## config.mk

```make
export PLATFORM = sky130hd
export DESIGN_NAME = stable_pivot_partition_core
export DESIGN_NICKNAME = d
export VERILOG_FILES = /design/src/sv/spp_pkg.sv /design/src/sv/spp_ram.sv /design/src/sv/spp_front.sv /design/src/sv/spp_queue.sv /design/src/sv/spp_back.sv /design/src/sv/stable_pivot_partition_core.sv
export VERILOG_INCLUDE_DIRS = /design/src /design/src/sv
export SDC_FILE = /design/constraint.sdc
export NUM_CORES = 2
export LEC_CHECK = 0
export ABC_AREA = 1
export BUFFER_PORTS_ARGS = -buffer_cell sky130_fd_sc_hd__buf_2
export CELL_PAD_IN_SITES_DETAIL_PLACEMENT = 0
export CELL_PAD_IN_SITES_GLOBAL_PLACEMENT = 2
export CORE_ASPECT_RATIO = 1.75
export CORE_UTILIZATION = 40
export DETAILED_ROUTE_END_ITERATION = 6
export GPL_TIMING_DRIVEN = 0
export PLACE_DENSITY_LB_ADDON = 0.1
export SLEW_MARGIN = 20
export SYNTH_ARGS = -nofsm -noshare
export SYNTH_HDL_FRONTEND = slang
export SYNTH_HIERARCHICAL = 1
export SYNTH_SLANG_ARGS = --single-unit
```

## constraint.sdc

```tcl
create_clock -name clk -period 3.6 [get_ports clk]
set_clock_uncertainty 0.1 [all_clocks]
set_input_delay 0.72 -clock clk [delete_from_list [all_inputs] [get_ports clk]]
set_output_delay 0.72 -clock clk [all_outputs]
set_load 0.01 [all_outputs]
```

## src/sv/stable_pivot_partition_core_macros.svh

```systemverilog
// Assertion macros used by the stable pivot partition back end.
`ifndef STABLE_PIVOT_PARTITION_CORE_MACROS_SVH
`define STABLE_PIVOT_PARTITION_CORE_MACROS_SVH

// Property checked on every clock edge outside reset.
`define SPP_CHECK(lbl, prop, msg) \
  lbl: assert property (@(posedge clk) disable iff (!rst_n) (prop)) \
    else $error(msg);

// Antecedent in one cycle implies consequent in the next.
`define SPP_CHECK_NEXT(lbl, ante, cons, msg) \
  lbl: assert property (@(posedge clk) disable iff (!rst_n) (ante) |=> (cons)) \
    else $error(msg);

`endif

```

## src/sv/spp_pkg.sv

```systemverilog
// Types and constants for the stable pivot partition block.
package spp_pkg;

  localparam int VALUE_W = 16;

  typedef struct packed {
    logic signed [VALUE_W-1:0] value;
    logic                      last;
  } spp_in_t;

  typedef struct packed {
    logic signed [VALUE_W-1:0] value_res;
    logic                      last_res;
    logic                      overflowed;
  } spp_out_t;

  // What the front decided for one input beat.
  typedef enum logic [1:0] {
    OP_PIVOT = 2'd0,
    OP_LOW   = 2'd1,
    OP_HIGH  = 2'd2,
    OP_DROP  = 2'd3
  } op_kind_t;

  typedef struct packed {
    op_kind_t                  kind;
    logic signed [VALUE_W-1:0] value;
    logic                      last;
  } spp_op_t;

  // Head of the op queue as seen by the back end.
  typedef struct packed {
    logic    vld;
    spp_op_t op;
  } q_head_t;

  typedef enum logic [1:0] {
    BK_LOAD = 2'd0,
    BK_LOW  = 2'd1,
    BK_PIV  = 2'd2,
    BK_HIGH = 2'd3
  } bk_state_t;

endpackage

```

## src/sv/spp_ram.sv

```systemverilog
// Generic single-write, single-read RAM with registered read data.
module spp_ram #(
  parameter int WIDTH = 16,
  parameter int DEPTH = 63,
  localparam int AW = (DEPTH > 1) ? $clog2(DEPTH) : 1
) (
  input  logic             clk,
  input  logic             we,
  input  logic [AW-1:0]    waddr,
  input  logic [WIDTH-1:0] wdata,
  input  logic             re,
  input  logic [AW-1:0]    raddr,
  output logic [WIDTH-1:0] rdata
);

  logic [WIDTH-1:0] mem [DEPTH];
  logic [WIDTH-1:0] rdata_r;

  always_ff @(posedge clk) begin
    if (we) begin
      mem[waddr] <= wdata;
    end
    if (re) begin
      rdata_r <= mem[raddr];
    end
  end

  assign rdata = rdata_r;

endmodule

```

## src/sv/spp_front.sv

```systemverilog
// Front end: takes input beats, tracks the pivot and sorts each beat into an op.
module spp_front #(
  parameter int MAX_ITEMS = 64
) (
  input  logic            clk,
  input  logic            rst_n,
  input  logic            in_valid,
  output logic            in_stall,
  input  spp_pkg::spp_in_t in_data,
  input  logic            q_full,
  output logic            push,
  output spp_pkg::spp_op_t op
);
  import spp_pkg::*;

  localparam int CW = $clog2(MAX_ITEMS);

  logic signed [VALUE_W-1:0] pivot_r, pivot_nxt;
  logic                      have_r, have_nxt;
  logic [CW-1:0]             total_r, total_nxt;

  assign in_stall = q_full;
  assign push     = in_valid && !q_full;

  always_comb begin
    pivot_nxt = pivot_r;
    have_nxt  = have_r;
    total_nxt = total_r;
    op.value  = in_data.value;
    op.last   = in_data.last;
    if (!have_r) begin
      op.kind = OP_PIVOT;
    end else if (total_r == CW'(MAX_ITEMS - 1)) begin
      op.kind = OP_DROP;
    end else if (in_data.value > pivot_r) begin
      op.kind = OP_HIGH;
    end else begin
      op.kind = OP_LOW;
    end
    if (push) begin
      if (op.kind == OP_PIVOT) begin
        pivot_nxt = in_data.value;
        have_nxt  = 1'b1;
        total_nxt = '0;
      end else if (op.kind != OP_DROP) begin
        total_nxt = total_r + CW'(1);
      end
      if (in_data.last) begin
        have_nxt = 1'b0;
      end
    end
  end

  always_ff @(posedge clk) begin
    if (!rst_n) begin
      have_r  <= 1'b0;
      total_r <= '0;
    end else begin
      have_r  <= have_nxt;
      total_r <= total_nxt;
    end
    pivot_r <= pivot_nxt;
  end

endmodule

```

## src/sv/spp_queue.sv

```systemverilog
// Two-entry op queue between the front and back ends.
module spp_queue (
  input  logic             clk,
  input  logic             rst_n,
  input  logic             push,
  input  spp_pkg::spp_op_t push_op,
  input  logic             pop,
  output logic             full,
  output spp_pkg::q_head_t head
);
  import spp_pkg::*;

  spp_op_t    ent_r [2];
  logic       wp_r, rp_r;
  logic [1:0] cnt_r, cnt_nxt;
  logic       do_push, do_pop;

  assign full     = (cnt_r == 2'd2);
  assign do_push  = push && !full;
  assign do_pop   = pop && (cnt_r != 2'd0);
  assign head.vld = (cnt_r != 2'd0);
  assign head.op  = ent_r[rp_r];

  always_comb begin
    cnt_nxt = cnt_r;
    if (do_push && !do_pop) begin
      cnt_nxt = cnt_r + 2'd1;
    end else if (do_pop && !do_push) begin
      cnt_nxt = cnt_r - 2'd1;
    end
  end

  always_ff @(posedge clk) begin
    if (!rst_n) begin
      wp_r  <= 1'b0;
      rp_r  <= 1'b0;
      cnt_r <= 2'd0;
    end else begin
      cnt_r <= cnt_nxt;
      if (do_push) begin
        wp_r <= ~wp_r;
      end
      if (do_pop) begin
        rp_r <= ~rp_r;
      end
    end
    if (do_push) begin
      ent_r[wp_r] <= push_op;
    end
  end

endmodule

```

## src/sv/spp_back.sv

```systemverilog
// Back end: applies ops to the stores and plays out the partitioned set.
`include "stable_pivot_partition_core_macros.svh"

module spp_back #(
  parameter int MAX_ITEMS = 64
) (
  input  logic              clk,
  input  logic              rst_n,
  input  spp_pkg::q_head_t  q_head,
  output logic              q_pop,
  output logic              out_valid,
  input  logic              out_stall,
  output spp_pkg::spp_out_t out_data
);
  import spp_pkg::*;

  localparam int CW    = $clog2(MAX_ITEMS);
  localparam int DEPTH = MAX_ITEMS - 1;
  localparam int AW    = (DEPTH > 1) ? $clog2(DEPTH) : 1;

  bk_state_t state_r, state_nxt;

  logic [VALUE_W-1:0] pivot_r, pivot_nxt;
  logic [CW-1:0]      low_cnt_r, low_cnt_nxt;
  logic [CW-1:0]      high_cnt_r, high_cnt_nxt;
  logic [CW-1:0]      idx_r, idx_nxt;
  logic               ovf_r, ovf_nxt;

  // read stage: one element in flight between issue and output buffer
  logic      s1_vld_r, s1_vld_nxt;
  op_kind_t  s1_src_r, s1_src_nxt;
  logic      s1_last_r, s1_last_nxt;
  logic      s1_ovf_r, s1_ovf_nxt;

  // two-entry output buffer
  spp_out_t   ob_data_r [2];
  logic       ob_wp_r, ob_rp_r;
  logic [1:0] ob_cnt_r, ob_cnt_nxt;
  logic       pop_out;
  spp_out_t   ob_in;

  logic               credit_ok;
  logic               load_last;
  logic [CW-1:0]      ld_low_cnt;
  logic               low_we, high_we, low_re, high_re;
  logic [AW-1:0]      low_waddr, high_waddr;
  logic [VALUE_W-1:0] low_rdata, high_rdata;

  assign pop_out   = (ob_cnt_r != 2'd0) && !out_stall;
  assign credit_ok = (({1'b0, ob_cnt_r} + {2'b0, s1_vld_r}) - {2'b0, pop_out}) < 3'd2;
  assign q_pop     = (state_r == BK_LOAD) && q_head.vld;
  assign load_last = q_pop && q_head.op.last;

  always_comb begin
    case (q_head.op.kind)
      OP_PIVOT: ld_low_cnt = '0;
      OP_LOW:   ld_low_cnt = low_cnt_r + CW'(1);
      default:  ld_low_cnt = low_cnt_r;
    endcase
  end

  // next state
  always_comb begin
    state_nxt = state_r;
    case (state_r)
      BK_LOAD: begin
        if (load_last) begin
          state_nxt = (ld_low_cnt != '0) ? BK_LOW : BK_PIV;
        end
      end
      BK_LOW: begin
        if (credit_ok && (idx_r == low_cnt_r - CW'(1))) begin
          state_nxt = BK_PIV;
        end
      end
      BK_PIV: begin
        if (credit_ok) begin
          state_nxt = (high_cnt_r == '0) ? BK_LOAD : BK_HIGH;
        end
      end
      BK_HIGH: begin
        if (credit_ok && (idx_r == high_cnt_r - CW'(1))) begin
          state_nxt = BK_LOAD;
        end
      end
      default: state_nxt = BK_LOAD;
    endcase
  end

  // datapath and store control
  always_comb begin
    pivot_nxt    = pivot_r;
    low_cnt_nxt  = low_cnt_r;
    high_cnt_nxt = high_cnt_r;
    idx_nxt      = idx_r;
    ovf_nxt      = ovf_r;
    low_we       = 1'b0;
    high_we      = 1'b0;
    low_re       = 1'b0;
    high_re      = 1'b0;
    low_waddr    = low_cnt_r[AW-1:0];
    high_waddr   = high_cnt_r[AW-1:0];
    s1_vld_nxt   = 1'b0;
    s1_src_nxt   = s1_src_r;
    s1_last_nxt  = s1_last_r;
    s1_ovf_nxt   = ovf_r;
    case (state_r)
      BK_LOAD: begin
        if (q_pop) begin
          case (q_head.op.kind)
            OP_PIVOT: begin
              pivot_nxt    = q_head.op.value;
              low_cnt_nxt  = '0;
              high_cnt_nxt = '0;
              ovf_nxt      = 1'b0;
            end
            OP_LOW: begin
              low_we      = 1'b1;
              low_cnt_nxt = low_cnt_r + CW'(1);
            end
            OP_HIGH: begin
              high_we      = 1'b1;
              high_cnt_nxt = high_cnt_r + CW'(1);
            end
            OP_DROP: ovf_nxt = 1'b1;
            default: ovf_nxt = ovf_r;
          endcase
          if (q_head.op.last) begin
            idx_nxt = '0;
          end
        end
      end
      BK_LOW: begin
        if (credit_ok) begin
          low_re      = 1'b1;
          s1_vld_nxt  = 1'b1;
          s1_src_nxt  = OP_LOW;
          s1_last_nxt = 1'b0;
          idx_nxt     = (idx_r == low_cnt_r - CW'(1)) ? '0 : idx_r + CW'(1);
        end
      end
      BK_PIV: begin
        if (credit_ok) begin
          s1_vld_nxt  = 1'b1;
          s1_src_nxt  = OP_PIVOT;
          s1_last_nxt = (high_cnt_r == '0);
          idx_nxt     = '0;
        end
      end
      BK_HIGH: begin
        if (credit_ok) begin
          high_re     = 1'b1;
          s1_vld_nxt  = 1'b1;
          s1_src_nxt  = OP_HIGH;
          s1_last_nxt = (idx_r == high_cnt_r - CW'(1));
          idx_nxt     = s1_last_nxt ? '0 : idx_r + CW'(1);
        end
      end
      default: idx_nxt = '0;
    endcase
  end

  always_comb begin
    case (s1_src_r)
      OP_LOW:  ob_in.value_res = low_rdata;
      OP_HIGH: ob_in.value_res = high_rdata;
      default: ob_in.value_res = pivot_r;
    endcase
    ob_in.last_res   = s1_last_r;
    ob_in.overflowed = s1_ovf_r;
  end

  always_comb begin
    ob_cnt_nxt = ob_cnt_r;
    if (s1_vld_r && !pop_out) begin
      ob_cnt_nxt = ob_cnt_r + 2'd1;
    end else if (pop_out && !s1_vld_r) begin
      ob_cnt_nxt = ob_cnt_r - 2'd1;
    end
  end

  assign out_valid = (ob_cnt_r != 2'd0);
  assign out_data  = ob_data_r[ob_rp_r];

  always_ff @(posedge clk) begin
    if (!rst_n) begin
      state_r    <= BK_LOAD;
      low_cnt_r  <= '0;
      high_cnt_r <= '0;
      idx_r      <= '0;
      ovf_r      <= 1'b0;
      s1_vld_r   <= 1'b0;
      ob_wp_r    <= 1'b0;
      ob_rp_r    <= 1'b0;
      ob_cnt_r   <= 2'd0;
    end else begin
      state_r    <= state_nxt;
      low_cnt_r  <= low_cnt_nxt;
      high_cnt_r <= high_cnt_nxt;
      idx_r      <= idx_nxt;
      ovf_r      <= ovf_nxt;
      s1_vld_r   <= s1_vld_nxt;
      ob_cnt_r   <= ob_cnt_nxt;
      if (s1_vld_r) begin
        ob_wp_r <= ~ob_wp_r;
      end
      if (pop_out) begin
        ob_rp_r <= ~ob_rp_r;
      end
    end
    pivot_r   <= pivot_nxt;
    s1_src_r  <= s1_src_nxt;
    s1_last_r <= s1_last_nxt;
    s1_ovf_r  <= s1_ovf_nxt;
    if (s1_vld_r) begin
      ob_data_r[ob_wp_r] <= ob_in;
    end
  end

  spp_ram #(.WIDTH(VALUE_W), .DEPTH(DEPTH)) u_low_ram (
    .clk   (clk),
    .we    (low_we),
    .waddr (low_waddr),
    .wdata (q_head.op.value),
    .re    (low_re),
    .raddr (idx_r[AW-1:0]),
    .rdata (low_rdata)
  );

  spp_ram #(.WIDTH(VALUE_W), .DEPTH(DEPTH)) u_high_ram (
    .clk   (clk),
    .we    (high_we),
    .waddr (high_waddr),
    .wdata (q_head.op.value),
    .re    (high_re),
    .raddr (idx_r[AW-1:0]),
    .rdata (high_rdata)
  );

  `SPP_CHECK(a_ob_bound, ob_cnt_r <= 2'd2 && !(s1_vld_r && ob_cnt_r == 2'd2 && !pop_out), "output buffer overrun")
  `SPP_CHECK(a_last_ends, !(s1_vld_r && s1_last_r) || state_r == BK_LOAD, "last result while still emitting")
  `SPP_CHECK(a_cap, ({1'b0, low_cnt_r} + {1'b0, high_cnt_r}) <= (CW+1)'(MAX_ITEMS - 1), "store count beyond capacity")
  `SPP_CHECK(a_low_idx, state_r != BK_LOW || idx_r < low_cnt_r, "low read index out of range")
  `SPP_CHECK_NEXT(a_emit_start, load_last, state_r != BK_LOAD, "final op did not start emission")

endmodule

```

## src/sv/stable_pivot_partition_core.sv

```systemverilog
// Top level of the stable pivot partition block.
//
// Usage: a set of signed values arrives one beat per unstalled cycle on in_valid /
// in_stall / in_data, in_data.last marking the final beat. The first value of
// a set is the pivot. Later values go to a low store (not greater than the
// pivot) or a high store, order kept. At most MAX_ITEMS values per set are
// kept, pivot included; extras are dropped and out_data.overflowed is set on
// every result of that set.
// After the final beat the block sends the low values, the pivot, then the
// high values on out_valid / out_stall / out_data, out_data.last_res on the
// final one. out_valid follows the final beat through the op queue, back-end
// state, read stage and output buffer, later if beats of the set still wait
// in the op queue; then one result per cycle while out_stall is low, set by
// the store RAMs' single read port. While loading, one beat is taken per cycle.
// During emission the two-entry op queue keeps taking beats of the next set
// until full, then in_stall rises. A stalled result holds in a two-entry
// output buffer; reads pause until it drains.
// Reset (synchronous, rst_n low) empties the queue and buffers and returns
// to waiting for a pivot. The stores need no clearing.
module stable_pivot_partition_core #(
  parameter int MAX_ITEMS = 64
) (
  input  logic              clk,
  input  logic              rst_n,
  input  logic              in_valid,
  output logic              in_stall,
  input  spp_pkg::spp_in_t  in_data,
  output logic              out_valid,
  input  logic              out_stall,
  output spp_pkg::spp_out_t out_data
);
  import spp_pkg::*;

  logic    q_full;
  logic    fe_push;
  spp_op_t fe_op;
  logic    q_pop;
  q_head_t q_head;

  // classify each beat against the pivot of the current set
  spp_front #(.MAX_ITEMS(MAX_ITEMS)) u_front (
    .clk      (clk),
    .rst_n    (rst_n),
    .in_valid (in_valid),
    .in_stall (in_stall),
    .in_data  (in_data),
    .q_full   (q_full),
    .push     (fe_push),
    .op       (fe_op)
  );

  // decouples loading from the emission burst
  spp_queue u_queue (
    .clk     (clk),
    .rst_n   (rst_n),
    .push    (fe_push),
    .push_op (fe_op),
    .pop     (q_pop),
    .full    (q_full),
    .head    (q_head)
  );

  // store writes and ordered playback
  spp_back #(.MAX_ITEMS(MAX_ITEMS)) u_back (
    .clk       (clk),
    .rst_n     (rst_n),
    .q_head    (q_head),
    .q_pop     (q_pop),
    .out_valid (out_valid),
    .out_stall (out_stall),
    .out_data  (out_data)
  );

endmodule

```

Yosys cells after proc, flatten, opt, wreduce, memory -nomap -nowiden. Memories as Yosys holds them, arrays and structs flattened. A register that Yosys moved wholly into a read port is not among the register bits. Cells that the tools add are included.

Bitwise operators: 4. Reduce and logical (&&, ||, !) cells: 44. Shift operators: 0. Div/mod/pow operators: 0. Add/sub/neg operators: 12. Eq/ne operators: 21. $lt $le $gt $ge: 2. $mul: 0. Multiplexer cells: 59.

Operator list (number): $mux 6 (9); $mux 2 (16); $pmux 16 s2 (1); $mux 1 (26); $add 6x1->6 const B (4); $pmux 6 s2 (2); $pmux 6 s4 (1); $gt 16x16->1 (1); $ne 2x1->1 const B (8); $reduce_bool 2->1 (8); $eq 2x2->1 const B (6); $eq 6x6->1 (2); $logic_and 1x1->1 (12); $sub 6x1->6 const B (2); $reduce_and 2->1 (5); $reduce_and 3->1 (3); $pmux 2 s4 (1); $reduce_and 4->1 (2); $eq 2x1->1 const B (3); $eq 6x6->1 const B (1); $logic_not 1->1 (6); $logic_not 2->1 (3); $logic_not 6->1 (1); $pmux 2 s3 (1); other kinds (13) (18).

Bits in latches: 0. Memory bits (read-only): 0. Memory bits (writable): 2090. Memories: 4. Logic and storage cells: 165. Bits in registers: 73.

Memories: u_back.u_high_ram.mem (words 63, bits a word 16, read ports 1, clocked after memory_dff 1, wr ports 1, line spp_ram.sv:16) `logic [WIDTH-1:0] mem [DEPTH];`; u_back.u_low_ram.mem (words 63, bits a word 16, read ports 1, clocked after memory_dff 1, wr ports 1, line spp_ram.sv:16); u_queue.ent_r (words 2, bits a word 19, read ports 1, clocked after memory_dff 1, wr ports 1, line spp_queue.sv:13) `spp_op_t ent_r [2];`; u_back.ob_data_r (words 2, bits a word 18, read ports 1, clocked after memory_dff 1, wr ports 1, line spp_back.sv:36) `spp_out_t ob_data_r [2];`.

Logic depth before layout (Yosys ltp).
Word-level depth: 8. Gate-level depth with buffers: 17. Mapped depth without buffers: 16.

By module. Netlist, hierarchy kept.

By module, submodules not included: spp_ram (cells an instance 3465, seq. area each 30749.5 µm², instances 2, area each 41332.1 µm²); spp_back (cells an instance 476, seq. area each 2212.1 µm², instances 1, area each 4262.8 µm²); spp_queue (cells an instance 96, seq. area each 1241.2 µm², instances 1, area each 1669.1 µm²); spp_front (cells an instance 158, seq. area each 620.6 µm², instances 1, area each 1431.4 µm²).

Worst setup path before layout. No wires, ideal clock.

Kind: register -> register. From: reg (tool-made name). To: mem u_back.u_low_ram.mem[32][0], enable pin. Clock period less this slack: 3.942 ns. Arrival: 3.411 ns. Stages on the path, launching flop included: 10. Data required time: 3.069 ns. Setup slack: -0.342 ns. Path through: dfxtp_1 > buf_6 > mux2_2 > inv_1 > ha_1 > inv_1 > nor2_1 > clkbuf_1 > nand4_1 > nor4_1.

RTL lines (line): to (decl) (spp_ram.sv:16).

==> run metrics <==
status finished, violations left; failing checks negative setup slack; CTS max path bufs 4; # fillers 20604; startpoint of the worst-slack reg-to-reg timing path u_back/idx_r[2]$_SDFFE_PN0P_; distinct cell type count after synthesis 43; RD Place Congestion 0.984; Worst Max-Slew Pin Slew 1.18 ns; Max stage delay cell, worst path buf_2; initial antenna violation count 7; Hold WC Path Type input pin to flip-flop; max-slew violations 0; relative slew slack 0.208; DR vias/cell 5.41; CP Buf/Inv Count 4; Fin. Hold Viols 0; Area Overhead vs Synth 15.9%; Pleak 37.5 nW; max incr delay on CP 0.61 ns; CP top delay family buffers and inverters; count leader, synth nand2_1; DRT Wirelength 335 mm; Cell Pwr Density 688 nW/µm²; Total GRT Usage 0.292; Vias 60516; Synth Area in Simple Gates 0.222; worst vdd ir 0.621 mV; DR WL met3 12.6 mm; pin count of the biggest net entering global routing 80; Yosys Warn Count 6; die height 630 µm; FFs w/ async S/R, synth 0; Yosys reg bits 2197; H-Tree Depth 4; Worst Setup Slack, final -0.0352 ns; FP Rows 230; crit share post-route 1.01; Adder-Cell Fraction of Synth Area 0.00467; Critical Path Start u_back/idx_r[2]$_SDFFE_PN0P_; Initial Util 0.402; # setup viols final 1; Top FF cell, synth edfxtp_1; Mean Syn Cell Area 11.8 µm²; unrepaired setup endpoints after global routing no; clock sinks 2197; Nets 8178; xor/xnor cell area share of the yosys netlist 0.000973; total power 71.8 mW; DRC 0; Levels on crit path 10; IO buf count 40; dominant cell type by area after synthesis edfxtp_1; I/O pin count 41; Worst-Skew Late Latency 0.88 ns; highest routed metal layer met4; Die Width 361 µm; Core Region 224000 µm²; post-synth net total 7714; WS Path Type flip-flop to flip-flop; cts bufs inserted 213; sequence of cells on the critical path buf_2, inv_2, buf_2, buf_2, nand3_1, nand2_1, nand2_1, nand3_1, nand3_1, nand2_1; Synth Cell Area 90000 µm²; TritonRoute pass-1 iters 5; Final TNS setup -0.0352 ns; Compound-Gate Fraction of Synth Area 0.00566; ranking of synthesized cells by area edfxtp_1, nand2_1, nand3_1, buf_2, nor2_1; Post-synth EDFFs 2157; Worst setup EP type flip-flop; fin crit period 3.64 ns; startpoint types flip-flop; Fmax 0.275 GHz; Starting DRT DRC Count 4879; R2R setup slack -0.04 ns; multiplexer share of the synthesized area 0.00504; Synth top cells by count nand2_1, edfxtp_1, nand3_1, buf_2, nor2_1; CTS tree built; share of layout cells above drive strength 1 0.133; part of the Yosys area used for sequential elements 0.728; worst setup path end u_back/u_high_ram/rdata[7]$_DFFE_PP_; worst-case reg-to-reg path depth 10; Hold Slack 0.177 ns; Cells after Synth 7660; largest family of logic cells by synthesized area simple AND/OR/NAND/NOR gates; post-placement cell area 96800 µm²; full die area 227000 µm²; metal2 WL 183 mm; first-pass GRT wire length 460 mm; MaxCap Viol Count 0; worst endpoint data arrival time 4.21 ns; GR Overflow Total 0; post-route ant nets 0; Synth top area share 0.719; cell area after layout 104000 µm²; drt wl/cell 29.9 µm; Min-Delay Startpoint rst_n; Worst EP required 4.17 ns; met1 wire length 114 mm; crit path max fanout 10; Root Buffer clkbuf_16; Clock Pin Slew Worst Setup and Hold Paths 0.07 ns; vias in the first global route 59560; post-DP HPWL 238 mm; Worst R2R End u_back/u_high_ram/rdata[7]$_DFFE_PP_; post-place setup slack -1.06 ns
cell type report:
class                   count  area [µm²]  area share
well taps                2900        3630      0.0348
clock inverters           114         998     0.00957
inverters                 118         443     0.00424
clock buffers             263        5680      0.0544
diodes                      7        17.5    0.000168
flip-flops and latches   2197       65600       0.628
multi-input cells        4868       22500       0.216
repair buffers            251        2920      0.0280
plain buffers             475        2550      0.0245
stage by stage:
| step | utilization | cells |
|---|---|---|
| after floorplan | - | 7660 |
| after global placement | 0.419 | 10600 |
| after detailed placement | 0.432 | 10746 |
| after CTS | 0.466 | 11187 |
| after global routing | 0.466 | 11187 |
| final | 0.466 | 11193 |
routing by layer:
layer / track usage / up-vias
met5: 0 / -
li1: - / 27776
met2: 0.556 / 1761
met4: 0.190 / 0
met3: 0.0284 / 647
met1: 0.301 / 30332
worst register-to-register path: cells and delay by family, from the launching register on:
| family | cells | cell delay (ns) |
|---|---|---|
| and+or+nand+nor | 6 | 1.26 |
| DFF | 1 | 0.38 |
| buffers and inverters | 4 | 1.74 |
timing repair:
action                     in CTS  in global routing
hold buffers                   17                  0
gates resized for setup        19                 13
setup buffers                  49                  0
setup endpoints to repair    1635                120
pin swaps                      26                  0
hold endpoints to repair       17                  0
cells by family (layout without fill, tap and decap cells):
logic type / after synthesis / in the layout
and+or+nand+nor: 4693 / 4693
DFF: 2197 / 2197
buffers and inverters: 595 / 1221
AOI/OAI and AO/OA: 95 / 95
muxes: 37 / 37
adders and majority gates: 33 / 33
xor gates and xnor gates: 10 / 10
other: 0 / 7
cell usage in the layout (no fill, tap or decap), drive strengths merged, types with 2 or more instances in the layout:
| cell | instances |
|---|---|
| clkbuf | 347 |
| nand4 | 31 |
| ha | 32 |
| diode | 7 |
| o21ai | 23 |
| o211ai | 3 |
| nand2 | 2652 |
| xor2 | 6 |
| nand3 | 1732 |
| dlygate4sd3 | 17 |
| clkdlybuf4s15 | 4 |
| clkinv | 85 |
| or2 | 2 |
| inv | 120 |
| edfxtp | 2157 |
| nor2 | 255 |
| dfxtp | 40 |
| xnor2 | 4 |
| a21oi | 60 |
| nor4 | 16 |
| clkinvlp | 10 |
| bufinv | 17 |
| a211oi | 4 |
| mux2 | 37 |
| buf | 621 |
| nor3 | 5 |
sequential cells by signal, summed over array words and instances (netlist names), 2 cells and up, named ones only:
register                 cells
u_back/low_cnt_r             6
u_back/pivot_r              16
u_back/idx_r                 6
u_back/s1_src_r              2
u_back/ob_cnt_r              2
u_back/state_r               2
u_back/u_high_ram/rdata     16
u_back/u_high_ram/mem     1008
u_queue/cnt_r                2
u_back/high_cnt_r            6
u_back/ob_data_r            36
u_front/total_r              6
u_queue/ent_r               38
u_front/pivot_r             16
u_back/u_low_ram/mem      1008
u_back/u_low_ram/rdata      16
power breakdown:
group,switching (mW),leakage (nW),internal (mW)
sequential,0.352,19.7,31.3
combinational,14.1,14.6,3.97
clock,9.71,3.24,12.4
how the worst min path moves through the flow:
stage / end / slack [ns] / depth (start not counted)
detailed placement: u_back/s1_ovf_r$_DFF_P_ / 0.26 / 0
floorplan: u_back/s1_ovf_r$_DFF_P_ / 0.23 / 0
global route: u_queue/cnt_r[1]$_SDFFE_PN0P_ / 0.17 / 3
finish: u_queue/cnt_r[1]$_SDFFE_PN0P_ / 0.18 / 3
CTS: u_queue/cnt_r[1]$_SDFFE_PN0P_ / 0.13 / 3
global placement: u_back/s1_ovf_r$_DFF_P_ / 0.26 / 0
(Power assumes the default switching activity.)
